===== src/hw/rtl/dcs_pkg.sv =====
// package: payload types, sizes and controller/datapath interface types
package dcs_pkg;

  localparam int MAX_CIRCLES = 8;
  localparam int COORD_BITS  = 10;
  localparam int SLOT_W      = 3;
  localparam int XY_W        = 10;
  localparam int RAD_W       = 9;
  localparam int GRAY_W      = 8;
  localparam int ACC_W       = 28;
  localparam int CNT_W       = SLOT_W + 1;
  localparam int SQ_W        = 2 * XY_W;
  localparam int RSQ_W       = 2 * RAD_W;

  localparam logic [XY_W-1:0]  COORD_MASK = XY_W'((1 << COORD_BITS) - 1);
  localparam logic [ACC_W-1:0] ACC_MAX    = {ACC_W{1'b1}};

  localparam logic KIND_CIRCLE = 1'b0;
  localparam logic KIND_PIXEL  = 1'b1;

  typedef struct packed {
    logic              kind;
    logic [SLOT_W-1:0] slot;
    logic [XY_W-1:0]   center_x_in;
    logic [XY_W-1:0]   center_y_in;
    logic [RAD_W-1:0]  radius_in;
    logic [XY_W-1:0]   pixel_x;
    logic [XY_W-1:0]   pixel_y;
    logic [GRAY_W-1:0] gray;
    logic              last_pixel;
  } in_item_t;

  typedef struct packed {
    logic              found;
    logic [SLOT_W-1:0] best_slot;
    logic [XY_W-1:0]   best_center_x;
    logic [XY_W-1:0]   best_center_y;
    logic [RAD_W-1:0]  best_radius;
    logic [ACC_W-1:0]  best_sum;
  } out_item_t;

  typedef struct packed {
    logic              load_circle;
    logic              load_pixel;
    logic              clear_best;
    logic              diff;
    logic              square;
    logic              accum;
    logic              search;
    logic [SLOT_W-1:0] idx;
  } dcs_cmd_t;

  typedef struct packed {
    logic [CNT_W-1:0] count;
  } dcs_stat_t;

endpackage


===== src/hw/rtl/darkest_circle_selector_core.sv =====
// top level: darkest circle selector, controller plus datapath
//
//  channel  | ports                     | beat taken when
//  ---------+---------------------------+---------------------------
//  input    | start, busy, in_data      | start high and busy low
//  result   | out_valid, out_data       | out_valid high, one cycle
//
// a circle beat is stored at once and busy stays low
// a pixel beat steps each loaded circle through the shared distance unit (diff, square, accumulate)
// a last pixel then runs the minimum search over the loaded circles and shows the
// result in the done state; with no circle loaded a last pixel goes straight to done
// synchronous reset clears the circle table, sums and count; no clearing pass
// the receiver cannot stall: each result is shown for exactly one cycle
module darkest_circle_selector_core import dcs_pkg::*; (
  input  logic      clk,
  input  logic      rst_n,
  input  logic      start,
  output logic      busy,
  input  in_item_t  in_data,
  output logic      out_valid,
  output out_item_t out_data
);

  dcs_cmd_t  cmd;
  dcs_stat_t stat;

  dcs_ctrl u_ctrl (
    .clk        (clk),
    .rst_n      (rst_n),
    .start      (start),
    .kind       (in_data.kind),
    .last_pixel (in_data.last_pixel),
    .stat       (stat),
    .cmd        (cmd),
    .busy       (busy),
    .emit       (out_valid)
  );

  dcs_datapath u_datapath (
    .clk     (clk),
    .rst_n   (rst_n),
    .in_data (in_data),
    .cmd     (cmd),
    .stat    (stat),
    .best    (out_data)
  );

  a_valid_busy: assert property (@(posedge clk) disable iff (!rst_n)
    out_valid |-> busy)
    else $error("result strobe outside a busy period");

  a_single_strobe: assert property (@(posedge clk) disable iff (!rst_n)
    out_valid |=> !out_valid)
    else $error("result strobe longer than one cycle");

  a_no_early_result: assert property (@(posedge clk) disable iff (!rst_n)
    (start && !busy && in_data.kind == KIND_PIXEL && !in_data.last_pixel) |=> !out_valid)
    else $error("result after a pixel that is not the last");

  a_not_found_zero: assert property (@(posedge clk) disable iff (!rst_n)
    (out_valid && !out_data.found) |-> (out_data.best_sum == '0 && out_data.best_slot == '0))
    else $error("result without a circle carries data");

endmodule


===== src/hw/rtl/dcs_ctrl.sv =====
// controller: sequences the per-slot test, accumulate and minimum search
module dcs_ctrl import dcs_pkg::*; (
  input  logic      clk,
  input  logic      rst_n,
  input  logic      start,
  input  logic      kind,
  input  logic      last_pixel,
  input  dcs_stat_t stat,
  output dcs_cmd_t  cmd,
  output logic      busy,
  output logic      emit
);

  typedef enum logic [5:0] {
    ST_IDLE = 6'b000001,
    ST_DIFF = 6'b000010,
    ST_SQR  = 6'b000100,
    ST_ACC  = 6'b001000,
    ST_SRCH = 6'b010000,
    ST_DONE = 6'b100000
  } state_t;

  state_t            state_r, state_nxt;
  logic [SLOT_W-1:0] idx_r, idx_nxt;
  logic              last_r, last_nxt;
  logic              accept;
  logic              at_end;

  assign accept = start && (state_r == ST_IDLE);
  assign at_end = ({1'b0, idx_r} == (stat.count - CNT_W'(1)));

  always_comb begin
    state_nxt = state_r;
    idx_nxt   = idx_r;
    last_nxt  = last_r;
    cmd       = '0;
    cmd.idx   = idx_r;
    unique case (state_r)
      ST_IDLE: begin
        if (accept) begin
          if (kind == KIND_CIRCLE) begin
            cmd.load_circle = 1'b1;
          end else begin
            cmd.load_pixel = 1'b1;
            idx_nxt        = '0;
            last_nxt       = last_pixel;
            if (stat.count == '0) begin
              cmd.clear_best = 1'b1;
              if (last_pixel) state_nxt = ST_DONE;
            end else begin
              state_nxt = ST_DIFF;
            end
          end
        end
      end
      ST_DIFF: begin
        cmd.diff  = 1'b1;
        state_nxt = ST_SQR;
      end
      ST_SQR: begin
        cmd.square = 1'b1;
        state_nxt  = ST_ACC;
      end
      ST_ACC: begin
        cmd.accum = 1'b1;
        if (at_end) begin
          idx_nxt   = '0;
          state_nxt = last_r ? ST_SRCH : ST_IDLE;
        end else begin
          idx_nxt   = idx_r + SLOT_W'(1);
          state_nxt = ST_DIFF;
        end
      end
      ST_SRCH: begin
        cmd.search = 1'b1;
        if (at_end) begin
          state_nxt = ST_DONE;
        end else begin
          idx_nxt = idx_r + SLOT_W'(1);
        end
      end
      ST_DONE: begin
        state_nxt = ST_IDLE;
      end
      default: begin
        state_nxt = ST_IDLE;
      end
    endcase
  end

  always_ff @(posedge clk) begin
    if (!rst_n) begin
      state_r <= ST_IDLE;
      idx_r   <= '0;
      last_r  <= 1'b0;
    end else begin
      state_r <= state_nxt;
      idx_r   <= idx_nxt;
      last_r  <= last_nxt;
    end
  end

  assign busy = (state_r != ST_IDLE);
  assign emit = (state_r == ST_DONE);

endmodule


===== src/hw/rtl/dcs_datapath.sv =====
// datapath: circle table, shared distance unit, sums and best-circle registers
module dcs_datapath import dcs_pkg::*; (
  input  logic      clk,
  input  logic      rst_n,
  input  in_item_t  in_data,
  input  dcs_cmd_t  cmd,
  output dcs_stat_t stat,
  output out_item_t best
);

  logic [XY_W-1:0]   cx_r  [MAX_CIRCLES];
  logic [XY_W-1:0]   cy_r  [MAX_CIRCLES];
  logic [RAD_W-1:0]  rad_r [MAX_CIRCLES];
  logic [ACC_W-1:0]  acc_r [MAX_CIRCLES];
  logic [CNT_W-1:0]  count_r;

  logic [XY_W-1:0]   px_r, py_r;
  logic [GRAY_W-1:0] gray_r;
  logic [XY_W-1:0]   adx_r, ady_r;
  logic [SQ_W-1:0]   dx2_r, dy2_r;
  logic [RSQ_W-1:0]  r2_r;
  logic [ACC_W-1:0]  idx_acc_r;
  out_item_t         best_r;

  logic              slot_ok;
  logic [XY_W:0]     dx, dy;
  logic [XY_W:0]     dx_neg, dy_neg;
  logic [SQ_W:0]     dist_sq;
  logic              hit;
  logic [ACC_W:0]    acc_sum;
  logic [ACC_W-1:0]  acc_sat;
  logic              take;

  assign slot_ok = ({1'b0, in_data.slot} < CNT_W'(MAX_CIRCLES));

  assign dx     = {1'b0, px_r} - {1'b0, cx_r[cmd.idx]};
  assign dy     = {1'b0, py_r} - {1'b0, cy_r[cmd.idx]};
  assign dx_neg = -dx;
  assign dy_neg = -dy;

  assign dist_sq = {1'b0, dx2_r} + {1'b0, dy2_r};
  assign hit     = (dist_sq < (SQ_W+1)'(r2_r));
  assign acc_sum = {1'b0, idx_acc_r} + (ACC_W+1)'(gray_r);
  assign acc_sat = acc_sum[ACC_W] ? ACC_MAX : acc_sum[ACC_W-1:0];

  assign take = (cmd.idx == '0) || (acc_r[cmd.idx] < best_r.best_sum);

  always_ff @(posedge clk) begin
    if (!rst_n) begin
      for (int i = 0; i < MAX_CIRCLES; i++) begin
        cx_r[i]  <= '0;
        cy_r[i]  <= '0;
        rad_r[i] <= '0;
        acc_r[i] <= '0;
      end
      count_r <= '0;
      best_r  <= '0;
    end else begin
      if (cmd.load_circle && slot_ok) begin
        cx_r[in_data.slot]  <= in_data.center_x_in & COORD_MASK;
        cy_r[in_data.slot]  <= in_data.center_y_in & COORD_MASK;
        rad_r[in_data.slot] <= in_data.radius_in;
        acc_r[in_data.slot] <= '0;
        count_r             <= {1'b0, in_data.slot} + CNT_W'(1);
      end
      if (cmd.accum && hit) begin
        acc_r[cmd.idx] <= acc_sat;
      end
      if (cmd.clear_best) begin
        best_r <= '0;
      end
      if (cmd.search && take) begin
        best_r.found         <= 1'b1;
        best_r.best_slot     <= cmd.idx;
        best_r.best_center_x <= cx_r[cmd.idx];
        best_r.best_center_y <= cy_r[cmd.idx];
        best_r.best_radius   <= rad_r[cmd.idx];
        best_r.best_sum      <= acc_r[cmd.idx];
      end
    end
  end

  always_ff @(posedge clk) begin
    if (cmd.load_pixel) begin
      px_r   <= in_data.pixel_x & COORD_MASK;
      py_r   <= in_data.pixel_y & COORD_MASK;
      gray_r <= in_data.gray;
    end
    if (cmd.diff) begin
      adx_r <= dx[XY_W] ? dx_neg[XY_W-1:0] : dx[XY_W-1:0];
      ady_r <= dy[XY_W] ? dy_neg[XY_W-1:0] : dy[XY_W-1:0];
    end
    if (cmd.square) begin
      dx2_r     <= adx_r * adx_r;
      dy2_r     <= ady_r * ady_r;
      r2_r      <= rad_r[cmd.idx] * rad_r[cmd.idx];
      idx_acc_r <= acc_r[cmd.idx];
    end
  end

  assign stat.count = count_r;
  assign best       = best_r;

endmodule

===== config.mk =====
export PLATFORM = sky130hd
export DESIGN_NAME = darkest_circle_selector_core
export DESIGN_NICKNAME = d
export VERILOG_FILES = /design/src/hw/rtl/dcs_pkg.sv /design/src/hw/rtl/darkest_circle_selector_core.sv /design/src/hw/rtl/dcs_ctrl.sv /design/src/hw/rtl/dcs_datapath.sv
export SDC_FILE = /design/constraint.sdc
export NUM_CORES = 1
export LEC_CHECK = 0
export BUFFER_PORTS_ARGS = -buffer_cell sky130_fd_sc_hd__buf_2
export CAP_MARGIN = 30
export CELL_PAD_IN_SITES_DETAIL_PLACEMENT = 1
export CELL_PAD_IN_SITES_GLOBAL_PLACEMENT = 1
export CORE_UTILIZATION = 47
export CTS_CLUSTER_SIZE = 25
export DETAILED_ROUTE_END_ITERATION = 12
export HOLD_SLACK_MARGIN = 0.12
export PLACE_DENSITY = 0.84
export SYNTH_ARGS = -nofsm -noshare
export SYNTH_HDL_FRONTEND = slang
export SYNTH_HIERARCHICAL = 1
export SYNTH_SLANG_ARGS = --single-unit

===== constraint.sdc =====
create_clock -name clk -period 9.5 [get_ports clk]
set_input_delay 1.9 -clock clk [delete_from_list [all_inputs] [get_ports clk]]
set_output_delay 1.9 -clock clk [all_outputs]
set_load 0.05 [all_outputs]

[Word level (Yosys, flattened, before mapping)]
Memories as Yosys holds them, arrays and structs flattened. A register that Yosys moved wholly into a read port is not among the register bits.
Index checks and enable logic that the tools add are counted.
W data, S select, Z words.
Cells by class
  multiply operators: 3
  muxes and demuxes: 57
  equality and inequality tests: 13
  add/subtract/negate cells: 9
  order comparisons: 2
  reductions and logical operators: 16
Operator list (number)
  $mux W61: 2
  $mux W28: 3
  $mux W3: 19
  $reduce_or A28 Y1: 2
  $mul A10 B10 Y20: 2
  $mux W10: 4
  $mux W6: 6
  $pmux W6 S5: 1
  $add A28 B8 Y29: 1
  $lt A28 B28 Y1: 1
  $sub A10 B10 Y11: 2
  $add A20 B20 Y21: 1
  $lt A21 B18 Y1: 1
  $neg A10 Y10: 2
  $reduce_or A10 Y1: 2
  $mul A9 B9 Y18: 1
  $mux W1: 18
  $mux W9: 1
  $pmux W3 S3: 1
  $reduce_or A9 Y1: 1
  $reduce_and A4 Y1: 2
  $eq A6 B1 Y1 const B: 1
  $eq A6 B2 Y1 const B: 1
  $eq A6 B3 Y1 const B: 1
  20 further kinds: 24
Word-level totals
  memories kept: 4
  flip-flop bits (word level): 209
  memory bits (writable): 456
  output and inout port bits: 63
Memories
  u_datapath.acc_r: words 8, width 28, rd ports 1, clocked after memory_dff 1, wr ports 8, line dcs_datapath.sv:14  | logic [ACC_W-1:0] acc_r [MAX_CIRCLES];
  u_datapath.cx_r: words 8, width 10, rd ports 1, clocked after memory_dff 1, wr ports 8, line dcs_datapath.sv:11  | logic [XY_W-1:0] cx_r [MAX_CIRCLES];
  u_datapath.cy_r: words 8, width 10, rd ports 1, clocked after memory_dff 1, wr ports 8, line dcs_datapath.sv:12  | logic [XY_W-1:0] cy_r [MAX_CIRCLES];
  u_datapath.rad_r: words 8, width 9, rd ports 1, clocked after memory_dff 1, wr ports 8, line dcs_datapath.sv:13  | logic [RAD_W-1:0] rad_r [MAX_CIRCLES];

[Depth between registers and ports, before layout]
  depth in word-level cells: 11
  gate-level depth with buffers: 25

[Modules after synthesis]
Netlist, hierarchy kept.
Modules (own cells, without submodules)
  dcs_datapath: area an instance 36327.3 um^2, cells an instance 3145, instances 1, seq. area each 18928.2 um^2
  dcs_ctrl: area an instance 819.5 um^2, cells an instance 99, instances 1, seq. area each 200.2 um^2

[Least setup slack after synthesis]
Ideal clock, no wire load.
  path kind: register to register
  start: reg u_ctrl.state_r[4]
  end: reg u_datapath.dx2_r[0], enable pin
  required time: 8874 ps
  arrival: 6595 ps
  stages on the path, launching flop included: 5
  setup slack: 2279 ps
  setup time: 626 ps
  cell sequence: dfxtp_1 clkbuf_2 nor3_1 or2b_2 nor3_1
RTL lines
  start: declaration: line dcs_ctrl.sv:23  | state_t state_r, state_nxt;
  start signal: assignment: line dcs_ctrl.sv:97  | state_r <= state_nxt;
  end signal: assignment: line dcs_datapath.sv:94  | dx2_r <= adx_r * adx_r;
  end: declaration: line dcs_datapath.sv:20  | logic [SQ_W-1:0] dx2_r, dy2_r;

==> out/qor.csv <==
metric,value,unit
fmax,0.134,GHz
synth_area,37100,um^2
globalRouteTotalUtil,29.6,%
design.final.nets,3758,
cts.repair_timing.setup_buffer_count,0,
clk-insertion-delay-late,0.66,ns
cts.repair.resized,0,
synth_ff_type,sky130_fd_sc_hd__edfxtp_1,
clockRootBuffer,sky130_fd_sc_hd__clkbuf_16,
detail_route.wirelength,119,mm
worst_slew_margin_rel,29.4,%
ys_types,82,
initial_utilization,47.7,%
cp.arrival,7.85,ns
die_h,283,um
tritoncts,yes,
yosys.area_share.adder,14.6,%
end_kind,flop,
synthesis.yosys.warnings,6,
clock_sink_count,662,
number_of_buffer_cells_added_on_primary_ports,127,
num_rows,102,
route.detailed.drc,0,
placed_area,39000,um^2
synth_enable_flop_cells,587,
number_of_antenna_violations_at_the_first_check_in_global_routing,18,
power_per_cell_area,191,nW/um^2
routed_via_count,27240,
startpoint_type,flop,
yosysSeqAreaShare,51.5,%
dp_worst_setup_slack,2.20,ns
layoutNonFillerInstCount,4443,
post_synthesis_sequential_element_count,662,
routed_wire_length_per_instance,26.8,um
status,completed,
total_iterations_of_the_first_detailed_routing_run,6,
num_io_pins,128,
timing.critical_path.required,9.88,ns
post_synth_and_or_nand_nor_area_fraction,15.2,%
critical_path_class,reg2reg,
dieArea,80200,um^2
clockBufferDepth,3,
route.layer.met1.wl,44.8,mm
met3WireLength,10.7,mm
drt_iter0_drc,2728,
min_period,7.46,ns
clkTransAtPathRegs,0.06,ns
synth_area_per_cell,11.5,um^2
yosys-mux-area-fraction,0.845,%
core,77800,um^2
dr.max_layer_used,met5,
grt_start_max_net_pins,78,
post_synth_xor_area_fraction,3.02,%
synth_fp_nets,3665,
hold_buffers,0,
ctsHtreeMaxLevel,3,
dieWidth,283,um
hpwl,76.0,mm
layout.cell_area.non_filler,41500,um^2
finalWeightedCongestion,0.867,
final_cycle_utilization_of_the_critical_path,78.5,%
total_power,7.92,mW
leakage,16.5,nW
first_pass_grt_wire_length,181,mm
worst-slew-pin-transition,1.05,ns
maxCapViolCount,0,
count_of_mapped_cells_out_of_synthesis,3244,
tritoncts.num_buffers,74,
worst_ir_drop_vdd,128,uV
critical_path.max_fanout,55,
met2RoutedLength,58.2,mm
dominant_combinational_cell_family_by_area_after_synthesis,simple AND/OR/NAND/NOR gates,
ys_async_sr_fraction,0,%
tns,0,ns
fin_util,53.3,%
flow.area_growth_from_synthesis,11.8,%
synth_compound_gate_area_share,9.95,%
via_per_inst,6.13,
setup_repair_after_global_routing_missed_its_margin,no,
timing.final.hold_violations,0,
grt_pass1_vias,29665,
total_placed_cells_including_tap_cells,4301,
hp-class,reg2reg,
setup-violations-final,0,
timing.clock.skew,0.0377,ns
slew_violations,0,
drtAntennaViolNets,0,
grt_overflow_total,0,
worst_hold_slack,0.455,ns
worst_slack,2.04,ns
drive_gt1_share,10.7,%
-- layout make-up --
| cell class | instances | area, um^2 |
|---|---|---|
| Clock buffer | 91 | 2010 |
| Tap cell | 1040 | 1300 |
| Multi-Input combinational cell | 2126 | 16400 |
| Clock inverter | 46 | 519 |
| Fill cell | 8098 | 36300 |
| Timing Repair Buffer | 179 | 1060 |
| Antenna cell | 5 | 12.5 |
| Sequential cell | 662 | 19100 |
| Inverter | 294 | 1100 |
-- cell usage after synthesis (53+ instances only) --
| cell type | n | area [um^2] |
|---|---|---|
| sky130_fd_sc_hd__dfxtp_1 | 75 | 1500 |
| sky130_fd_sc_hd__clkbuf_1 | 116 | 435 |
| sky130_fd_sc_hd__fa_1 | 131 | 2620 |
| sky130_fd_sc_hd__and2_1 | 289 | 1810 |
| sky130_fd_sc_hd__edfxtp_1 | 587 | 17600 |
| sky130_fd_sc_hd__inv_1 | 292 | 1100 |
| sky130_fd_sc_hd__o31ai_1 | 66 | 495 |
| sky130_fd_sc_hd__ha_1 | 225 | 2820 |
| sky130_fd_sc_hd__nand2_1 | 167 | 627 |
| sky130_fd_sc_hd__a22oi_1 | 217 | 1630 |
| sky130_fd_sc_hd__nand3_1 | 65 | 325 |
| sky130_fd_sc_hd__nand4_1 | 53 | 332 |
| sky130_fd_sc_hd__xnor2_1 | 92 | 806 |
| sky130_fd_sc_hd__nor2_1 | 349 | 1310 |
| sky130_fd_sc_hd__a21oi_1 | 62 | 310 |
-- layout by cell type, fill, tap and decap left out, types with 10 or more instances in the layout --
master,Yosys,layout
sky130_fd_sc_hd__edfxtp_1,587,587
sky130_fd_sc_hd__nor2_1,349,342
sky130_fd_sc_hd__inv_1,292,292
sky130_fd_sc_hd__and2_1,289,289
sky130_fd_sc_hd__ha_1,225,225
sky130_fd_sc_hd__a22oi_1,217,217
sky130_fd_sc_hd__nand2_1,167,167
sky130_fd_sc_hd__fa_1,131,131
sky130_fd_sc_hd__buf_2,21,126
sky130_fd_sc_hd__xnor2_1,92,92
sky130_fd_sc_hd__clkbuf_16,0,75
sky130_fd_sc_hd__dfxtp_1,75,75
sky130_fd_sc_hd__o31ai_1,66,66
sky130_fd_sc_hd__nand3_1,65,65
sky130_fd_sc_hd__a21oi_1,62,61
sky130_fd_sc_hd__nand4_1,53,53
sky130_fd_sc_hd__buf_4,9,50
sky130_fd_sc_hd__o21ai_0,49,45
sky130_fd_sc_hd__xor2_1,36,36
sky130_fd_sc_hd__a21o_1,28,28
sky130_fd_sc_hd__and4_1,26,26
sky130_fd_sc_hd__nor3_1,32,25
sky130_fd_sc_hd__nand3b_1,24,24
sky130_fd_sc_hd__nor2b_1,22,22
sky130_fd_sc_hd__nand2b_1,22,18
sky130_fd_sc_hd__o21bai_1,15,15
sky130_fd_sc_hd__clkinv_1,2,14
sky130_fd_sc_hd__clkinv_2,0,13
sky130_fd_sc_hd__a211oi_1,12,12
sky130_fd_sc_hd__and3_1,12,11
sky130_fd_sc_hd__mux2i_1,10,10
-- final timing paths --
path	slack (ns)	to	from	cells past startpoint
setup reg to reg	2.04	u_datapath/r2_r[16]	u_ctrl/idx_r[2]	22
setup / recovery	2.04	u_datapath/r2_r[16]	u_ctrl/idx_r[2]	22
hold reg to reg	0.45	u_datapath/best[59]	u_datapath/best[59]	2
hold / removal	0.45	u_datapath/best[59]	u_datapath/best[59]	2
-- metal layers --
metal	GRT usage, %	vias to the layer above
met1	36.6	13766
met5	0	-
met2	50.2	1408
li1	-	11675
met3	5.80	367
met4	13.4	24
-- cells by family (layout without fill, tap and decap cells) --
group / count (synthesis) / after routing
mux: 23 / 23
buf+inv: 456 / 610
simple gates: 1103 / 1103
compound gates: 516 / 516
xor+xnor: 128 / 128
fa+ha+maj: 356 / 356
flops: 662 / 662
other cells: 0 / 5
-- worst max-delay path, stage by stage, from the launching register on --
cell	delay, ns
sky130_fd_sc_hd__dfxtp_1	0.82
sky130_fd_sc_hd__nor3b_2	0.29
sky130_fd_sc_hd__buf_4	0.76
sky130_fd_sc_hd__a22oi_1	0.18
sky130_fd_sc_hd__nand4_1	0.32
sky130_fd_sc_hd__clkinv_1	0.33
sky130_fd_sc_hd__nor2_1	0.28
sky130_fd_sc_hd__inv_1	0.11
sky130_fd_sc_hd__fa_1	0.63
sky130_fd_sc_hd__inv_1	0.08
sky130_fd_sc_hd__fa_1	0.51
sky130_fd_sc_hd__inv_1	0.05
sky130_fd_sc_hd__fa_1	0.46
sky130_fd_sc_hd__fa_1	0.54
sky130_fd_sc_hd__inv_1	0.04
sky130_fd_sc_hd__ha_1	0.33
sky130_fd_sc_hd__o21a_1	0.14
sky130_fd_sc_hd__o21ai_0	0.21
sky130_fd_sc_hd__nand2b_1	0.14
sky130_fd_sc_hd__a31o_2	0.28
sky130_fd_sc_hd__and4_1	0.21
sky130_fd_sc_hd__o31a_1	0.30
sky130_fd_sc_hd__xor2_1	0.14
-- state kept, by name, indices dropped and copies added (netlist names) --
| signal | flops |
|---|---|
| u_datapath/acc_r | 224 |
| u_datapath/cx_r | 80 |
| u_datapath/cy_r | 80 |
| u_datapath/rad_r | 72 |
| u_datapath/best | 61 |
| u_datapath/idx_acc_r | 28 |
| u_datapath/dx2_r | 19 |
| u_datapath/dy2_r | 19 |
| u_datapath/r2_r | 17 |
| u_datapath/adx_r | 10 |
| u_datapath/ady_r | 10 |
| u_datapath/px_r | 10 |
| u_datapath/py_r | 10 |
| u_datapath/gray_r | 8 |
| u_ctrl/state_r | 6 |
| u_datapath/stat | 4 |
| u_ctrl/idx_r | 3 |
| u_ctrl/last_r | 1 |
-- power by group --
part | total, mW | leakage, nW | internal (mW) | switching (mW)
combinational | 1.53 | 8.73 | 0.565 | 0.963
sequential | 3.42 | 6.53 | 3.35 | 0.0747
clock | 2.97 | 1.22 | 1.69 | 1.27
(Power assumes the default switching activity.)
